## src/sv/lbc_pkg.sv

```systemverilog
// shared types and constants of the led blink controller
// no dependencies; every other file imports this package

package lbc_pkg;

    // number of leds in use, from 1 to 16
    localparam int NUM_LEDS    = 16;
    localparam int LED_IDX_W   = (NUM_LEDS > 1) ? $clog2(NUM_LEDS) : 1;

    // field widths of the channels
    localparam int LED_FIELD_W = 16;
    localparam int OPCODE_W    = 2;
    localparam int MODE_W      = 2;
    localparam int COUNT_W     = 8;
    localparam int DUTY_IN_W   = 8;
    localparam int PCT_W       = 7;
    localparam int PERIOD_W    = 16;

    // configuration port
    localparam int CFG_IDX_W   = 2;
    localparam int CFG_DATA_W  = 16;

    localparam logic [CFG_IDX_W-1:0] CFG_DEF_COUNT  = 2'd0;
    localparam logic [CFG_IDX_W-1:0] CFG_DEF_DUTY   = 2'd1;
    localparam logic [CFG_IDX_W-1:0] CFG_DEF_PERIOD = 2'd2;

    localparam logic [COUNT_W-1:0]  DEF_COUNT_RST  = 8'd1;
    localparam logic [PCT_W-1:0]    DEF_DUTY_RST   = 7'd50;
    localparam logic [PERIOD_W-1:0] DEF_PERIOD_RST = 16'd1000;

    // percent arithmetic: x / 100 as (x * ceil(2^30 / 100)) >> 30, exact below 2^23
    localparam logic [PCT_W-1:0] PCT_FULL     = 7'd100;
    localparam int               PROD_W       = PCT_W + PERIOD_W;
    localparam int               RECIP_W      = 24;
    localparam int               DIV100_SHIFT = 30;
    localparam int unsigned      DIV100_RECIP = ((32'd1 << DIV100_SHIFT) + 32'd99) / 32'd100;
    localparam int               QUOT_FULL_W  = PROD_W + RECIP_W;

    typedef enum logic [OPCODE_W-1:0] {
        OP_STEADY  = 2'd0,
        OP_DEFAULT = 2'd1,
        OP_BLINK   = 2'd2,
        OP_TICK    = 2'd3
    } t_opcode;

    // steady_mode codes for the steady command
    localparam logic [MODE_W-1:0] MODE_OFF    = 2'd0;
    localparam logic [MODE_W-1:0] MODE_ON     = 2'd1;
    localparam logic [MODE_W-1:0] MODE_TOGGLE = 2'd2;
    // steady_mode codes for the default blink command
    localparam logic [MODE_W-1:0] MODE_BLINK  = 2'd0;
    localparam logic [MODE_W-1:0] MODE_FLASH  = 2'd1;

    // resolved action of one command, applied led by led
    typedef enum logic [2:0] {
        ACT_NONE   = 3'd0,
        ACT_OFF    = 3'd1,
        ACT_ON     = 3'd2,
        ACT_TOGGLE = 3'd3,
        ACT_ARM    = 3'd4,
        ACT_TICK   = 3'd5
    } t_action;

    typedef struct packed {
        logic cont;
        logic blink;
        logic on;
    } t_led_flags;

    typedef enum logic [1:0] {
        ST_IDLE  = 2'd0,
        ST_SWEEP = 2'd1,
        ST_DONE  = 2'd2
    } t_ctrl_state;

    // controller to datapath commands
    typedef struct packed {
        logic                 capture;
        logic                 step;
        logic [LED_IDX_W-1:0] idx;
        logic                 load_out;
    } t_dp_cmd;

endpackage

```

## src/sv/lbc_cmd_if.sv

```systemverilog
// command channel of the led blink controller: valid, ready and command payload
// depends on lbc_pkg

interface lbc_cmd_if;
    import lbc_pkg::*;

    logic                   valid;
    logic                   ready;
    logic [OPCODE_W-1:0]    opcode;
    logic [LED_FIELD_W-1:0] led_mask;
    logic [MODE_W-1:0]      steady_mode;
    logic [COUNT_W-1:0]     blink_count;
    logic [DUTY_IN_W-1:0]   duty_pct;
    logic [PERIOD_W-1:0]    period_ticks;

    modport source (
        output valid, opcode, led_mask, steady_mode, blink_count, duty_pct, period_ticks,
        input  ready
    );

    modport sink (
        input  valid, opcode, led_mask, steady_mode, blink_count, duty_pct, period_ticks,
        output ready
    );
endinterface

```

## src/sv/lbc_res_if.sv

```systemverilog
// result channel of the led blink controller: valid, ready and led status payload
// depends on lbc_pkg

interface lbc_res_if;
    import lbc_pkg::*;

    logic                   valid;
    logic                   ready;
    logic [LED_FIELD_W-1:0] led_levels;
    logic [LED_FIELD_W-1:0] blinking_mask;

    modport source (
        output valid, led_levels, blinking_mask,
        input  ready
    );

    modport sink (
        input  valid, led_levels, blinking_mask,
        output ready
    );
endinterface

```

## src/sv/lbc_ctrl.sv

```systemverilog
// sequencer of the led blink controller: command intake, per-led sweep, result handoff
// depends on lbc_pkg

module lbc_ctrl (
    input  logic             i_clk,
    input  logic             i_rst_n,
    input  logic             i_in_valid,
    output logic             o_in_ready,
    input  logic             i_out_ready,
    output logic             o_out_valid,
    output lbc_pkg::t_dp_cmd o_cmd
);
    import lbc_pkg::*;

    t_ctrl_state          r_state, n_state;
    logic [LED_IDX_W-1:0] r_idx, n_idx;
    logic                 r_out_valid, n_out_valid;
    logic                 w_last;
    logic                 w_out_free;

    assign w_last     = (r_idx == LED_IDX_W'(NUM_LEDS - 1));
    assign w_out_free = !r_out_valid || i_out_ready;

    // next state
    always_comb begin
        n_state = r_state;
        unique case (r_state)
            ST_IDLE: begin
                if (i_in_valid) begin
                    n_state = ST_SWEEP;
                end
            end
            ST_SWEEP: begin
                if (w_last) begin
                    n_state = ST_DONE;
                end
            end
            ST_DONE: begin
                if (w_out_free) begin
                    n_state = ST_IDLE;
                end
            end
            default: begin
                n_state = ST_IDLE;
            end
        endcase
    end

    // outputs
    always_comb begin
        o_in_ready     = 1'b0;
        o_cmd.capture  = 1'b0;
        o_cmd.step     = 1'b0;
        o_cmd.load_out = 1'b0;
        o_cmd.idx      = r_idx;
        n_idx          = r_idx;
        unique case (r_state)
            ST_IDLE: begin
                // no beat is taken while reset is held
                o_in_ready    = i_rst_n;
                o_cmd.capture = i_in_valid && i_rst_n;
                n_idx         = '0;
            end
            ST_SWEEP: begin
                o_cmd.step = 1'b1;
                n_idx      = w_last ? '0 : r_idx + 1'b1;
            end
            ST_DONE: begin
                o_cmd.load_out = w_out_free;
            end
            default: begin
                n_idx = '0;
            end
        endcase
    end

    always_comb begin
        if (o_cmd.load_out) begin
            n_out_valid = 1'b1;
        end else if (i_out_ready) begin
            n_out_valid = 1'b0;
        end else begin
            n_out_valid = r_out_valid;
        end
    end

    assign o_out_valid = r_out_valid;

    always_ff @(posedge i_clk) begin
        if (!i_rst_n) begin
            r_state     <= ST_IDLE;
            r_idx       <= '0;
            r_out_valid <= 1'b0;
        end else begin
            r_state     <= n_state;
            r_idx       <= n_idx;
            r_out_valid <= n_out_valid;
        end
    end

endmodule

```

## src/sv/lbc_datapath.sv

```systemverilog
// datapath of the led blink controller: command decode, per-led state, blink timing
// depends on lbc_pkg; driven by lbc_ctrl through t_dp_cmd

module lbc_datapath (
    input  logic                            i_clk,
    input  logic                            i_rst_n,
    input  lbc_pkg::t_dp_cmd                i_cmd,
    input  logic [lbc_pkg::OPCODE_W-1:0]    i_opcode,
    input  logic [lbc_pkg::LED_FIELD_W-1:0] i_led_mask,
    input  logic [lbc_pkg::MODE_W-1:0]      i_steady_mode,
    input  logic [lbc_pkg::COUNT_W-1:0]     i_blink_count,
    input  logic [lbc_pkg::DUTY_IN_W-1:0]   i_duty_pct,
    input  logic [lbc_pkg::PERIOD_W-1:0]    i_period_ticks,
    input  logic                            i_cfg_we,
    input  logic [lbc_pkg::CFG_IDX_W-1:0]   i_cfg_idx,
    input  logic [lbc_pkg::CFG_DATA_W-1:0]  i_cfg_data,
    output logic [lbc_pkg::LED_FIELD_W-1:0] o_led_levels,
    output logic [lbc_pkg::LED_FIELD_W-1:0] o_blinking_mask
);
    import lbc_pkg::*;

    // configuration
    logic [COUNT_W-1:0]  r_def_count;
    logic [PCT_W-1:0]    r_def_duty;
    logic [PERIOD_W-1:0] r_def_period;

    always_ff @(posedge i_clk) begin
        if (!i_rst_n) begin
            r_def_count  <= DEF_COUNT_RST;
            r_def_duty   <= DEF_DUTY_RST;
            r_def_period <= DEF_PERIOD_RST;
        end else if (i_cfg_we) begin
            unique case (i_cfg_idx)
                CFG_DEF_COUNT:  r_def_count  <= i_cfg_data[COUNT_W-1:0];
                CFG_DEF_DUTY:   r_def_duty   <= i_cfg_data[PCT_W-1:0];
                CFG_DEF_PERIOD: r_def_period <= i_cfg_data[PERIOD_W-1:0];
                default: ;
            endcase
        end
    end

    // command decode at capture
    t_action               n_act, r_act;
    logic                  w_is_arm;
    logic [COUNT_W-1:0]    w_arm_count;
    logic [DUTY_IN_W-1:0]  w_arm_duty;
    logic [PERIOD_W-1:0]   w_arm_period;
    logic [NUM_LEDS-1:0]   w_mask;
    logic [NUM_LEDS-1:0]   r_mask;
    logic [COUNT_W-1:0]    r_count;
    logic [PCT_W-1:0]      r_duty;
    logic [PERIOD_W-1:0]   r_period;

    assign w_mask = i_led_mask[NUM_LEDS-1:0];

    always_comb begin
        n_act        = ACT_NONE;
        w_is_arm     = 1'b0;
        w_arm_count  = i_blink_count;
        w_arm_duty   = i_duty_pct;
        w_arm_period = i_period_ticks;
        unique case (i_opcode)
            OP_STEADY: begin
                unique case (i_steady_mode)
                    MODE_OFF:    n_act = ACT_OFF;
                    MODE_ON:     n_act = ACT_ON;
                    MODE_TOGGLE: n_act = ACT_TOGGLE;
                    default:     n_act = ACT_NONE;
                endcase
            end
            OP_DEFAULT: begin
                w_arm_duty   = DUTY_IN_W'(r_def_duty);
                w_arm_period = r_def_period;
                if (i_steady_mode == MODE_BLINK) begin
                    w_is_arm    = 1'b1;
                    w_arm_count = r_def_count;
                end else if (i_steady_mode == MODE_FLASH) begin
                    w_is_arm    = 1'b1;
                    w_arm_count = '0;
                end
            end
            OP_BLINK: begin
                w_is_arm = 1'b1;
            end
            default: begin
                n_act = ACT_TICK;
            end
        endcase
        if (w_is_arm) begin
            if (w_mask == '0) begin
                n_act = ACT_NONE;
            end else if (w_arm_duty == '0 || w_arm_period == '0) begin
                n_act = ACT_OFF;
            end else if (w_arm_duty >= DUTY_IN_W'(PCT_FULL)) begin
                n_act = ACT_ON;
            end else begin
                n_act = ACT_ARM;
            end
        end
    end

    always_ff @(posedge i_clk) begin
        if (!i_rst_n) begin
            r_act <= ACT_NONE;
        end else if (i_cmd.capture) begin
            r_act <= n_act;
        end
    end

    always_ff @(posedge i_clk) begin
        if (i_cmd.capture) begin
            r_mask   <= w_mask;
            r_count  <= w_arm_count;
            r_duty   <= w_arm_duty[PCT_W-1:0];
            r_period <= w_arm_period;
        end
    end

    // per-led state
    logic [NUM_LEDS-1:0] r_level;
    logic [NUM_LEDS-1:0] r_saved;
    t_led_flags          r_flags  [NUM_LEDS];
    logic [COUNT_W-1:0]  r_blinks [NUM_LEDS];
    logic [PCT_W-1:0]    r_onp    [NUM_LEDS];
    logic [PERIOD_W-1:0] r_cycle  [NUM_LEDS];
    logic [PERIOD_W-1:0] r_ticks  [NUM_LEDS];

    // stage one: update of the led at the sweep index
    logic [LED_IDX_W-1:0] w_idx;
    logic                 w_sel;
    t_led_flags           w_f;
    logic [PERIOD_W-1:0]  w_t_dec;
    t_led_flags           n_flags;
    logic                 n_level_bit;
    logic                 n_saved_bit;
    logic [COUNT_W-1:0]   n_blinks;
    logic                 w_wr_flags, w_wr_level, w_wr_saved, w_wr_blinks, w_wr_arm;
    logic                 n_s2_valid, n_s2_div;
    logic [PERIOD_W-1:0]  n_s2_direct;
    logic [PCT_W-1:0]     w_pct;
    logic [PROD_W-1:0]    n_s2_prod;

    assign w_idx     = i_cmd.idx;
    assign w_sel     = r_mask[w_idx];
    assign w_f       = r_flags[w_idx];
    assign w_t_dec   = (r_ticks[w_idx] != '0) ? r_ticks[w_idx] - 1'b1 : r_ticks[w_idx];
    assign n_s2_prod = PROD_W'(w_pct) * PROD_W'(r_cycle[w_idx]);

    always_comb begin
        n_flags     = w_f;
        n_level_bit = r_level[w_idx];
        n_saved_bit = r_saved[w_idx];
        n_blinks    = r_blinks[w_idx];
        w_wr_flags  = 1'b0;
        w_wr_level  = 1'b0;
        w_wr_saved  = 1'b0;
        w_wr_blinks = 1'b0;
        w_wr_arm    = 1'b0;
        n_s2_valid  = 1'b0;
        n_s2_div    = 1'b0;
        n_s2_direct = '0;
        w_pct       = r_onp[w_idx];
        if (i_cmd.step) begin
            case (r_act)
                ACT_OFF, ACT_ON: begin
                    if (w_sel) begin
                        n_flags     = '{cont: 1'b0, blink: 1'b0, on: (r_act == ACT_ON)};
                        n_level_bit = (r_act == ACT_ON);
                        w_wr_flags  = 1'b1;
                        w_wr_level  = 1'b1;
                    end
                end
                ACT_TOGGLE: begin
                    if (w_sel) begin
                        n_flags.on  = !w_f.on;
                        n_level_bit = !w_f.on;
                        w_wr_flags  = 1'b1;
                        w_wr_level  = 1'b1;
                    end
                end
                ACT_ARM: begin
                    if (w_sel) begin
                        // a led already blinking keeps its saved level
                        if (!w_f.blink) begin
                            n_saved_bit = r_level[w_idx];
                            w_wr_saved  = 1'b1;
                        end
                        n_flags     = '{cont: (r_count == '0), blink: 1'b1, on: 1'b0};
                        n_blinks    = r_count;
                        w_wr_flags  = 1'b1;
                        w_wr_blinks = 1'b1;
                        w_wr_arm    = 1'b1;
                        n_s2_valid  = 1'b1;
                    end
                end
                ACT_TICK: begin
                    if (w_f.blink) begin
                        n_s2_valid = 1'b1;
                        w_wr_flags = 1'b1;
                        if (w_t_dec != '0) begin
                            n_s2_direct = w_t_dec;
                        end else if (w_f.on) begin
                            // end of on phase
                            w_pct       = PCT_FULL - r_onp[w_idx];
                            n_flags.on  = 1'b0;
                            n_level_bit = 1'b0;
                            w_wr_level  = 1'b1;
                            n_s2_div    = 1'b1;
                            if (!w_f.cont) begin
                                n_blinks    = r_blinks[w_idx] - 1'b1;
                                w_wr_blinks = 1'b1;
                            end
                        end else if (r_blinks[w_idx] == '0 && !w_f.cont) begin
                            // count used up: back to the level before the blink
                            n_flags     = '0;
                            n_level_bit = r_saved[w_idx];
                            n_saved_bit = 1'b0;
                            w_wr_level  = 1'b1;
                            w_wr_saved  = 1'b1;
                        end else begin
                            // start of on phase
                            n_flags.on  = 1'b1;
                            n_level_bit = 1'b1;
                            w_wr_level  = 1'b1;
                            n_s2_div    = 1'b1;
                        end
                    end
                end
                default: ;
            endcase
        end
    end

    always_ff @(posedge i_clk) begin
        if (!i_rst_n) begin
            r_level <= '0;
            r_saved <= '0;
            for (int i = 0; i < NUM_LEDS; i++) begin
                r_flags[i] <= '0;
            end
        end else begin
            if (w_wr_flags) begin
                r_flags[w_idx] <= n_flags;
            end
            if (w_wr_level) begin
                r_level[w_idx] <= n_level_bit;
            end
            if (w_wr_saved) begin
                r_saved[w_idx] <= n_saved_bit;
            end
        end
    end

    always_ff @(posedge i_clk) begin
        if (w_wr_blinks) begin
            r_blinks[w_idx] <= n_blinks;
        end
        if (w_wr_arm) begin
            r_onp[w_idx]   <= r_duty;
            r_cycle[w_idx] <= r_period;
        end
    end

    // stage two: write the tick counter, a new phase length divided by 100 or a direct value
    logic                 r_s2_valid;
    logic                 r_s2_div;
    logic [LED_IDX_W-1:0] r_s2_idx;
    logic [PERIOD_W-1:0]  r_s2_direct;
    logic [PROD_W-1:0]    r_s2_prod;
    logic [QUOT_FULL_W-1:0] w_quot_full;
    logic [PERIOD_W-1:0]  w_quot;

    assign w_quot_full = QUOT_FULL_W'(r_s2_prod) * QUOT_FULL_W'(DIV100_RECIP);
    assign w_quot      = w_quot_full[DIV100_SHIFT +: PERIOD_W];

    always_ff @(posedge i_clk) begin
        if (!i_rst_n) begin
            r_s2_valid <= 1'b0;
        end else begin
            r_s2_valid <= n_s2_valid;
        end
    end

    always_ff @(posedge i_clk) begin
        r_s2_div    <= n_s2_div;
        r_s2_idx    <= w_idx;
        r_s2_direct <= n_s2_direct;
        r_s2_prod   <= n_s2_prod;
        if (r_s2_valid) begin
            r_ticks[r_s2_idx] <= r_s2_div ? w_quot : r_s2_direct;
        end
    end

    // result register
    logic [NUM_LEDS-1:0]    w_blinking;
    logic [LED_FIELD_W-1:0] r_out_levels;
    logic [LED_FIELD_W-1:0] r_out_blinking;

    always_comb begin
        for (int i = 0; i < NUM_LEDS; i++) begin
            w_blinking[i] = r_flags[i].blink;
        end
    end

    always_ff @(posedge i_clk) begin
        if (i_cmd.load_out) begin
            r_out_levels   <= LED_FIELD_W'(r_level);
            r_out_blinking <= LED_FIELD_W'(w_blinking);
        end
    end

    assign o_led_levels    = r_out_levels;
    assign o_blinking_mask = r_out_blinking;

endmodule

```

## src/sv/led_blink_controller.sv

```systemverilog
// top level of the led blink controller
// depends on lbc_pkg, lbc_cmd_if, lbc_res_if, lbc_ctrl and lbc_datapath
//
// usage
// - i_cmd carries one command per beat: steady off/on/toggle, default blink or
//   flash, blink with given count, duty and period, or a tick of elapsed time
// - o_res returns exactly one beat per command: the led levels and the mask of
//   leds still blinking, both as they stand after the command
// - the default count, duty and period are written on the cfg port, index 0, 1
//   and 2; write them only while no command is in flight
// timing
// - a command is taken in the idle cycle, then one shared update unit visits
//   each led in turn, one led per cycle, followed by the done state, which
//   finishes the last tick-counter write and hands off the result
// - a command is taken only in the idle state, after the previous result went to the output register
// reset and stall
// - synchronous active-low reset puts all leds off, no blink armed, defaults
//   to count 1, duty 50, period 1000, and clears o_res.valid
// - a result waits in the output register while o_res.ready is low; the next
//   command is still accepted and swept, and only its handoff waits

module led_blink_controller (
    input  logic                           i_clk,
    input  logic                           i_rst_n,
    lbc_cmd_if.sink                        i_cmd,
    lbc_res_if.source                      o_res,
    input  logic                           i_cfg_we,
    input  logic [lbc_pkg::CFG_IDX_W-1:0]  i_cfg_idx,
    input  logic [lbc_pkg::CFG_DATA_W-1:0] i_cfg_data
);
    import lbc_pkg::*;

    t_dp_cmd w_dp_cmd;   // sequencer commands to the datapath
    logic    w_in_ready;
    logic    w_out_valid;

    lbc_ctrl u_ctrl (
        .i_clk       (i_clk),
        .i_rst_n     (i_rst_n),
        .i_in_valid  (i_cmd.valid),
        .o_in_ready  (w_in_ready),
        .i_out_ready (o_res.ready),
        .o_out_valid (w_out_valid),
        .o_cmd       (w_dp_cmd)
    );

    lbc_datapath u_dp (
        .i_clk           (i_clk),
        .i_rst_n         (i_rst_n),
        .i_cmd           (w_dp_cmd),
        .i_opcode        (i_cmd.opcode),
        .i_led_mask      (i_cmd.led_mask),
        .i_steady_mode   (i_cmd.steady_mode),
        .i_blink_count   (i_cmd.blink_count),
        .i_duty_pct      (i_cmd.duty_pct),
        .i_period_ticks  (i_cmd.period_ticks),
        .i_cfg_we        (i_cfg_we),
        .i_cfg_idx       (i_cfg_idx),
        .i_cfg_data      (i_cfg_data),
        .o_led_levels    (o_res.led_levels),
        .o_blinking_mask (o_res.blinking_mask)
    );

    assign i_cmd.ready = w_in_ready;
    assign o_res.valid = w_out_valid;

    // no new command while the sweep is running
    a_no_accept_in_sweep: assert property (
        @(posedge i_clk) disable iff (!i_rst_n)
        w_dp_cmd.step |-> !w_in_ready
    ) else $error("command ready during led sweep");

    // an accepted command starts the sweep at led 0 on the next cycle
    a_sweep_starts: assert property (
        @(posedge i_clk) disable iff (!i_rst_n)
        (i_cmd.valid && w_in_ready) |=> (w_dp_cmd.step && w_dp_cmd.idx == '0)
    ) else $error("sweep did not start after accept");

    // the result register is never loaded over an untaken beat
    a_no_result_overwrite: assert property (
        @(posedge i_clk) disable iff (!i_rst_n)
        w_dp_cmd.load_out |-> (!w_out_valid || o_res.ready)
    ) else $error("result register overwritten while stalled");

endmodule
```

## src/flat_wrapper.sv

```systemverilog
// flat-port wrapper written by rule: the top's interface ports become plain ports
module led_blink_controller_flat import lbc_pkg::*;
  (i_clk, i_rst_n, i_cfg_we, i_cfg_idx, i_cfg_data, i_cmd_valid, i_cmd_opcode, i_cmd_led_mask, i_cmd_steady_mode, i_cmd_blink_count, i_cmd_duty_pct, i_cmd_period_ticks, i_cmd_ready, o_res_valid, o_res_led_levels, o_res_blinking_mask, o_res_ready);
  lbc_cmd_if i_cmd_i ();
  lbc_res_if o_res_i ();
  input  logic i_clk;
  input  logic i_rst_n;
  input  logic i_cfg_we;
  input  logic [lbc_pkg::CFG_IDX_W-1:0] i_cfg_idx;
  input  logic [lbc_pkg::CFG_DATA_W-1:0] i_cfg_data;
  input wire logic [$bits(i_cmd_i.valid)-1:0] i_cmd_valid;
  input wire logic [$bits(i_cmd_i.opcode)-1:0] i_cmd_opcode;
  input wire logic [$bits(i_cmd_i.led_mask)-1:0] i_cmd_led_mask;
  input wire logic [$bits(i_cmd_i.steady_mode)-1:0] i_cmd_steady_mode;
  input wire logic [$bits(i_cmd_i.blink_count)-1:0] i_cmd_blink_count;
  input wire logic [$bits(i_cmd_i.duty_pct)-1:0] i_cmd_duty_pct;
  input wire logic [$bits(i_cmd_i.period_ticks)-1:0] i_cmd_period_ticks;
  output wire logic [$bits(i_cmd_i.ready)-1:0] i_cmd_ready;
  output wire logic [$bits(o_res_i.valid)-1:0] o_res_valid;
  output wire logic [$bits(o_res_i.led_levels)-1:0] o_res_led_levels;
  output wire logic [$bits(o_res_i.blinking_mask)-1:0] o_res_blinking_mask;
  input wire logic [$bits(o_res_i.ready)-1:0] o_res_ready;
  assign i_cmd_i.valid = i_cmd_valid;
  assign i_cmd_i.opcode = i_cmd_opcode;
  assign i_cmd_i.led_mask = i_cmd_led_mask;
  assign i_cmd_i.steady_mode = i_cmd_steady_mode;
  assign i_cmd_i.blink_count = i_cmd_blink_count;
  assign i_cmd_i.duty_pct = i_cmd_duty_pct;
  assign i_cmd_i.period_ticks = i_cmd_period_ticks;
  assign i_cmd_ready = i_cmd_i.ready;
  assign o_res_valid = o_res_i.valid;
  assign o_res_led_levels = o_res_i.led_levels;
  assign o_res_blinking_mask = o_res_i.blinking_mask;
  assign o_res_i.ready = o_res_ready;
  led_blink_controller u_core (.i_clk(i_clk), .i_rst_n(i_rst_n), .i_cmd(i_cmd_i), .o_res(o_res_i), .i_cfg_we(i_cfg_we), .i_cfg_idx(i_cfg_idx), .i_cfg_data(i_cfg_data));
endmodule
```

## config.mk

```make
export PLATFORM = sky130hd
export DESIGN_NAME = led_blink_controller_flat
export DESIGN_NICKNAME = d
export VERILOG_FILES = /design/src/sv/lbc_pkg.sv /design/src/sv/lbc_cmd_if.sv /design/src/sv/lbc_res_if.sv /design/src/sv/lbc_ctrl.sv /design/src/sv/lbc_datapath.sv /design/src/sv/led_blink_controller.sv /design/src/flat_wrapper.sv
export SDC_FILE = /design/constraint.sdc
export NUM_CORES = 2
export LEC_CHECK = 0
export ABC_AREA = 0
export ABC_CLOCK_PERIOD_IN_PS = 12200
export BUFFER_PORTS_ARGS = -buffer_cell sky130_fd_sc_hd__buf_4
export CORE_MARGIN = 1.5
export CORE_UTILIZATION = 55
export DETAILED_ROUTE_END_ITERATION = 10
export PLACE_DENSITY = 0.76
export SKIP_LAST_GASP = 1
export SYNTH_ARGS = -nofsm -noshare
export SYNTH_HDL_FRONTEND = slang
export SYNTH_SLANG_ARGS = --single-unit
```

## constraint.sdc

```tcl
create_clock -name i_clk -period 12.2 [get_ports i_clk]
set_input_delay 0.61 -clock i_clk [delete_from_list [all_inputs] [get_ports i_clk]]
set_output_delay 0.61 -clock i_clk [all_outputs]
set_load 0.02 [all_outputs]
```

* Word-level counts from Yosys, hierarchy flattened
Memory sizes are Yosys's and may differ from the RTL's. A register that Yosys moved wholly into a read port is not among the register bits.
Index checks and enable logic that the tools add are counted.
** Storage, ports and cells
- Flip-flop bits (word level) :: 181
- Bits in latches :: 0
- Bits in writable memories :: 800
- Memory bits (read-only) :: 0
- Input port bits :: 75
- Output and inout port bits :: 34
- Word-level logic and storage cells :: 212
- Memories :: 5
** Operators by class
- Add/subtract/negate cells :: 4
- Multiply operators :: 2
- Divide/modulo/power cells :: 0
- Magnitude comparators :: 3
- Eq/ne operators :: 17
- Shifts and indexed selects :: 0
- Muxes and demuxes :: 127
- Bitwise gates (word level) :: 3
- Reduce and logical (&&, ||, !) cells :: 32
** Memory list
- u_core.u_dp.r_cycle :: words 16, width 16, read ports 1, clocked after Yosys merged registers in 1, wr ports 1, RTL line lbc_datapath.sv:125 : logic [PERIOD_W-1:0] r_cycle [NUM_LEDS];
- u_core.u_dp.r_ticks :: words 16, width 16, read ports 1, clocked after Yosys merged registers in 1, wr ports 1, RTL line lbc_datapath.sv:126 : logic [PERIOD_W-1:0] r_ticks [NUM_LEDS];
- u_core.u_dp.r_blinks :: words 16, width 8, read ports 1, clocked after Yosys merged registers in 1, wr ports 1, RTL line lbc_datapath.sv:123 : logic [COUNT_W-1:0] r_blinks [NUM_LEDS];
- u_core.u_dp.r_onp :: words 16, width 7, read ports 1, clocked after Yosys merged registers in 1, wr ports 1, RTL line lbc_datapath.sv:124 : logic [PCT_W-1:0] r_onp [NUM_LEDS];
- u_core.u_dp.r_flags :: words 16, width 3, read ports 17, clocked after Yosys merged registers in 17, wr ports 16, RTL line lbc_datapath.sv:122 : t_led_flags r_flags [NUM_LEDS];
** Operators with widths (number)
- $mux W8 :: 10
- $mux W1 :: 61
- $mux W16 :: 3
- $mux W4 :: 12
- $mul A23 B24 Y46 const B :: 1
- $mux W7 :: 5
- $bwmux W16 :: 2
- $logic_not A16 Y1 :: 2
- $reduce_bool A16 Y1 :: 2
- $mux W3 :: 10
- $logic_not A8 Y1 :: 3
- $mul A7 B16 Y23 :: 1
- $pmux W2 S3 :: 3
- $pmux W8 S2 :: 1
- $sub A16 B1 Y16 const B :: 1
- $pmux W1 S2 :: 7
- $bmux W1 S4 :: 3
- $mux W2 :: 5
- $eq A2 B1 Y1 const B :: 4
- $eq A2 B2 Y1 const B :: 4
- $ge A8 B7 Y1 const B :: 1
- $logic_not A2 Y1 :: 4
- $pmux W4 S2 :: 1
- $reduce_and A2 Y1 :: 4
- 24 further kinds :: 38

* Depth between registers and ports, before layout
- Depth after elaboration :: 10
- Mapped depth :: 37
- Depth with buffers taken out :: 32

* Modules after synthesis
Synthesis repeated with hierarchy kept, for this count alone.
** Unflattened totals
- Cells, all modules :: 3531
- Area, all modules :: 52703.0 um2
** Modules (own cells, without submodules)
- lbc_datapath :: times used 1, cells an instance 3493, area an instance 52344.0 um2, seq. area each 28617.4 um2
- lbc_ctrl :: times used 1, cells an instance 38, area an instance 359.1 um2, seq. area each 140.1 um2

* Least setup slack after synthesis
No wires, ideal clock.
- Path type :: reg2reg
- Start :: reg (tool-made name)
- End :: reg u_core.u_dp.r_s2_prod[22]
- Library setup time :: 0.116 ns
- Arrival :: 9.357 ns
- Data required time :: 12.084 ns
- Slack :: 2.727 ns
- Stages on the path, launching flop included :: 34
- Path buffers :: 9
- Clock period less this slack :: 9.473 ns
- Cells stage by stage :: dfxtp_1 buf_6 buf_6 buf_6 buf_2 buf_1 buf_2 buf_2 mux4_2 mux4_2 inv_1 clkbuf_1 ha_1 inv_1 and2_1 o211ai_1 buf_2 mux2i_1 fa_1 fa_1 inv_1 fa_1 inv_1 fa_1 inv_1 ha_1 nor2b_1 o21a_1 o41ai_1 o21ai_0 o41ai_1 o211ai_1 a2111o_1 o211a_1
** RTL lines
- end signal, assigned :: RTL line lbc_datapath.sv:288 : r_s2_prod <= n_s2_prod;
- end, declared :: RTL line lbc_datapath.sv:269 : logic [PROD_W-1:0] r_s2_prod;

==> qor.txt <==
worst-margin pin slew: 1.42 ns
Final Hold Vio Count: 0
root buf cell: clkbuf_16
initial core utilization: 55.5%
RSZ-0062 raised after global routing: false
gr usage total: 25.5%
first-pass GRT wire length: 192 mm
via count: 31834
asr flop ratio synth: 0%
Via density: 6.11
Clock Skews: 0.0323 ns
worst-path maximum fanout: 22
global placer's final weighted congestion: 0.925
Mean Syn Cell Area: 14.4 sq um
EDFF count, synth: 879
MaxCap Viol Count: 0
worst min path class: in2reg
chip width: 315 microns
Post-CTS Setup Bufs: 0
fill count: 7042
post-synth cell types: 84
capture point of the worst path: u_core.u_dp.r_s2_prod[22]$_DFF_P_
row count: 114
r2r endpoint: u_core.u_dp.r_s2_prod[22]$_DFF_P_
part of the Yosys area used for sequential elements: 53.8%
Area Growth Syn to Fin: 10.4%
layout cells sized above 1: 17.7%
HPWL after DPL: 82.3 mm
clock transition at the registers of the reported paths: 0.06 ns
worst skew pair latency: 0.68 ns
Most common cell on crit path: fa_1
Arrival @ worst endpoint: 11.41 ns
I/O pin cnt: 109
Clock Path Buffers: 3
Post-Synth Adder-Cell Area: 16.7%
flop-to-flop setup slack: 1.36 ns
fin crit share: 88.8%
H-tree depth: 3
Synth Warn #: 0
largest family of logic cells by synthesized area: adder cells
Remaining DRCs: 0
critical-path cell with the highest stage delay: or4_1
total gr overflow: 0
commonest non-fill, non-tap cell in the layout: edfxtp_1
Synth Area in Simple Gates: 6.78%
CTS buffer count: 96
Synth Cell Area: 53600 sq um
fin crit period: 10.84 ns
Layout Nets: 4483
Rel. slew slack: 5.33%
vias in the first global route: 32376
CP max stage delay: 0.82 ns
initial drt markers: 3630
largest net degree at the start of global routing: 127
Setup TNS: 0 ns
fmax: 0.0923 GHz
Slew Limit Fails: 0
ant diodes: 0
WL final: 125 mm
number of synthesized register bits: 1001
critical path class: reg2reg
ys flop type: edfxtp_1
antenna violations before repair: 2
core outline area: 96700 sq um
Req. time, crit path: 12.77 ns
chip height: 315 microns
post-CTS resize count: 0
port buffer count: 108
startpoint types: register
Post-DRT Antenna Nets: 0
DIE AREA: 99400 sq um
XOR/XNOR Fraction of Synth Area: 0.539%
critical path capture point type: register
CTS Sinks: 1001
compound-cell area share of the yosys netlist: 5.36%
hold_buf cts: 0
status: completed
most frequent cells in the layout: edfxtp_1 (879), inv_1 (412), ha_1 (294), fa_1 (264), mux4_2 (233)
drt pass-1 iters: 6
Avg WL per Cell: 23.9 microns
final setup fails: 0
R2R cell count: 30
post-synthesis cell count: 3734
syn nets: 4367
fraction of synthesized area in multiplexers: 12.7%
CTS tree: yes
-- worst min path at each step --
stage / start / to / depth (start not counted)
3_5_place_dp: u_core.u_dp.r_flags[13][1]$_SDFFCE_PN0P_ / o_res_blinking_mask[13]$_DFFE_PP_ / 0
5_1_grt: i_cmd_led_mask[15] / u_core.u_dp.r_mask[15]$_DFFE_PP_ / 1
2_1_floorplan: u_core.u_ctrl.r_idx[2]$_SDFFE_PN0N_ / u_core.u_dp.r_s2_idx[2]$_DFF_P_ / 0
3_3_place_gp: u_core.u_dp.r_flags[12][1]$_SDFFCE_PN0P_ / o_res_blinking_mask[12]$_DFFE_PP_ / 0
6_report: i_cmd_led_mask[12] / u_core.u_dp.r_mask[12]$_DFFE_PP_ / 1
4_1_cts: i_cmd_led_mask[12] / u_core.u_dp.r_mask[12]$_DFFE_PP_ / 1
-- sequential cells by signal (all words and copies together), names as in the netlist, 2 cells and up, named ones only --
name,cells
u_core.u_dp.r_count,8
u_core.u_dp.r_act,3
u_core.u_dp.r_ticks,256
u_core.u_dp.r_mask,16
u_core.u_dp.r_def_duty,7
u_core.u_ctrl.r_state,2
u_core.u_dp.r_flags,48
u_core.u_dp.r_level,16
u_core.u_dp.r_s2_direct,16
u_core.u_dp.r_def_count,8
u_core.u_dp.r_s2_prod,23
u_core.u_dp.r_onp,112
u_core.u_dp.r_s2_idx,4
u_core.u_dp.o_led_levels,16
u_core.u_dp.r_period,16
u_core.u_ctrl.r_idx,4
u_core.u_dp.r_duty,7
o_res_blinking_mask,16
u_core.u_dp.r_saved,16
u_core.u_dp.r_blinks,128
u_core.u_dp.r_cycle,256
u_core.u_dp.r_def_period,16
-- synth_stat cells, types with 20 or more instances --
library cell | count | share of area, %
a21oi_1 | 136 | 1.3
buf_2 | 26 | 0.24
inv_1 | 413 | 2.9
o21ai_0 | 55 | 0.51
dfxtp_1 | 122 | 4.6
mux4_2 | 233 | 9.8
nor3_1 | 38 | 0.35
ha_1 | 294 | 6.9
a22oi_1 | 27 | 0.38
edfxtp_1 | 879 | 49
a21o_1 | 24 | 0.34
o211ai_1 | 20 | 0.28
mux2i_1 | 53 | 0.99
mux2_2 | 61 | 1.3
nand2_1 | 209 | 1.5
a22o_1 | 20 | 0.33
nor2b_1 | 35 | 0.41
xnor2_1 | 27 | 0.44
nand4_1 | 35 | 0.41
fa_1 | 264 | 9.9
nand3_1 | 62 | 0.58
nor2_1 | 258 | 1.8
and2_1 | 27 | 0.31
clkbuf_1 | 101 | 0.71
nor4_1 | 20 | 0.23
-- cells by family after synthesis --
group | count (synthesis)
XOR/XNOR | 33
multiplexers | 374
flip-flops | 1001
AO/OA/AOI/OAI | 431
adder cells (fa/ha/maj) | 558
buffers and inverters | 568
AND/OR/NAND/NOR | 769
-- through the flow --
step                worst slack (ns)  utilization (%)  hold slack, ns  instances  area, sq um
floorplan                       2.73                -           0.329       3734        53600
global placement                1.59             58.0           0.431       5028        56100
detailed placement              1.34             58.0           0.433       5028        56100
CTS                             1.29             61.2          0.0773       5208        59200
global route                   0.838             61.2          0.0971       5208        59200
finish                          1.36             61.2           0.114       5208        59200
-- cell type report --
cell class | count | area [sq um] | area share [%]
flip-flops and latches | 1001 | 28900 | 48.7
clock inverters | 58 | 512 | 0.864
multi-input cells | 2165 | 22800 | 38.5
well taps | 1276 | 1600 | 2.70
clock buffers | 122 | 2590 | 4.38
repair buffers | 173 | 1320 | 2.24
inverters | 413 | 1550 | 2.62
-- metal layers --
metal | GRT usage [%] | part of all wire (%)
met1 | 35.8 | 41
met2 | 41.3 | 48
met3 | 4.36 | 8.1
met4 | 7.66 | 2.5
met5 | 0 | 0
-- critical path: cells and delay by family (launching register included) --
| family | cells | cell delay (ns) |
|---|---|---|
| AOI/OAI and AO/OA | 15 | 4.45 |
| adders and majority gates | 6 | 2.64 |
| and+or+nand+nor | 5 | 2.29 |
| DFF | 1 | 0.63 |
| muxes | 1 | 0.56 |
| buffers and inverters | 3 | 0.14 |
Power is left out: the tool's default activity adds up to more than one toggle a clock period on the data nets, which glitch-free logic cannot reach.
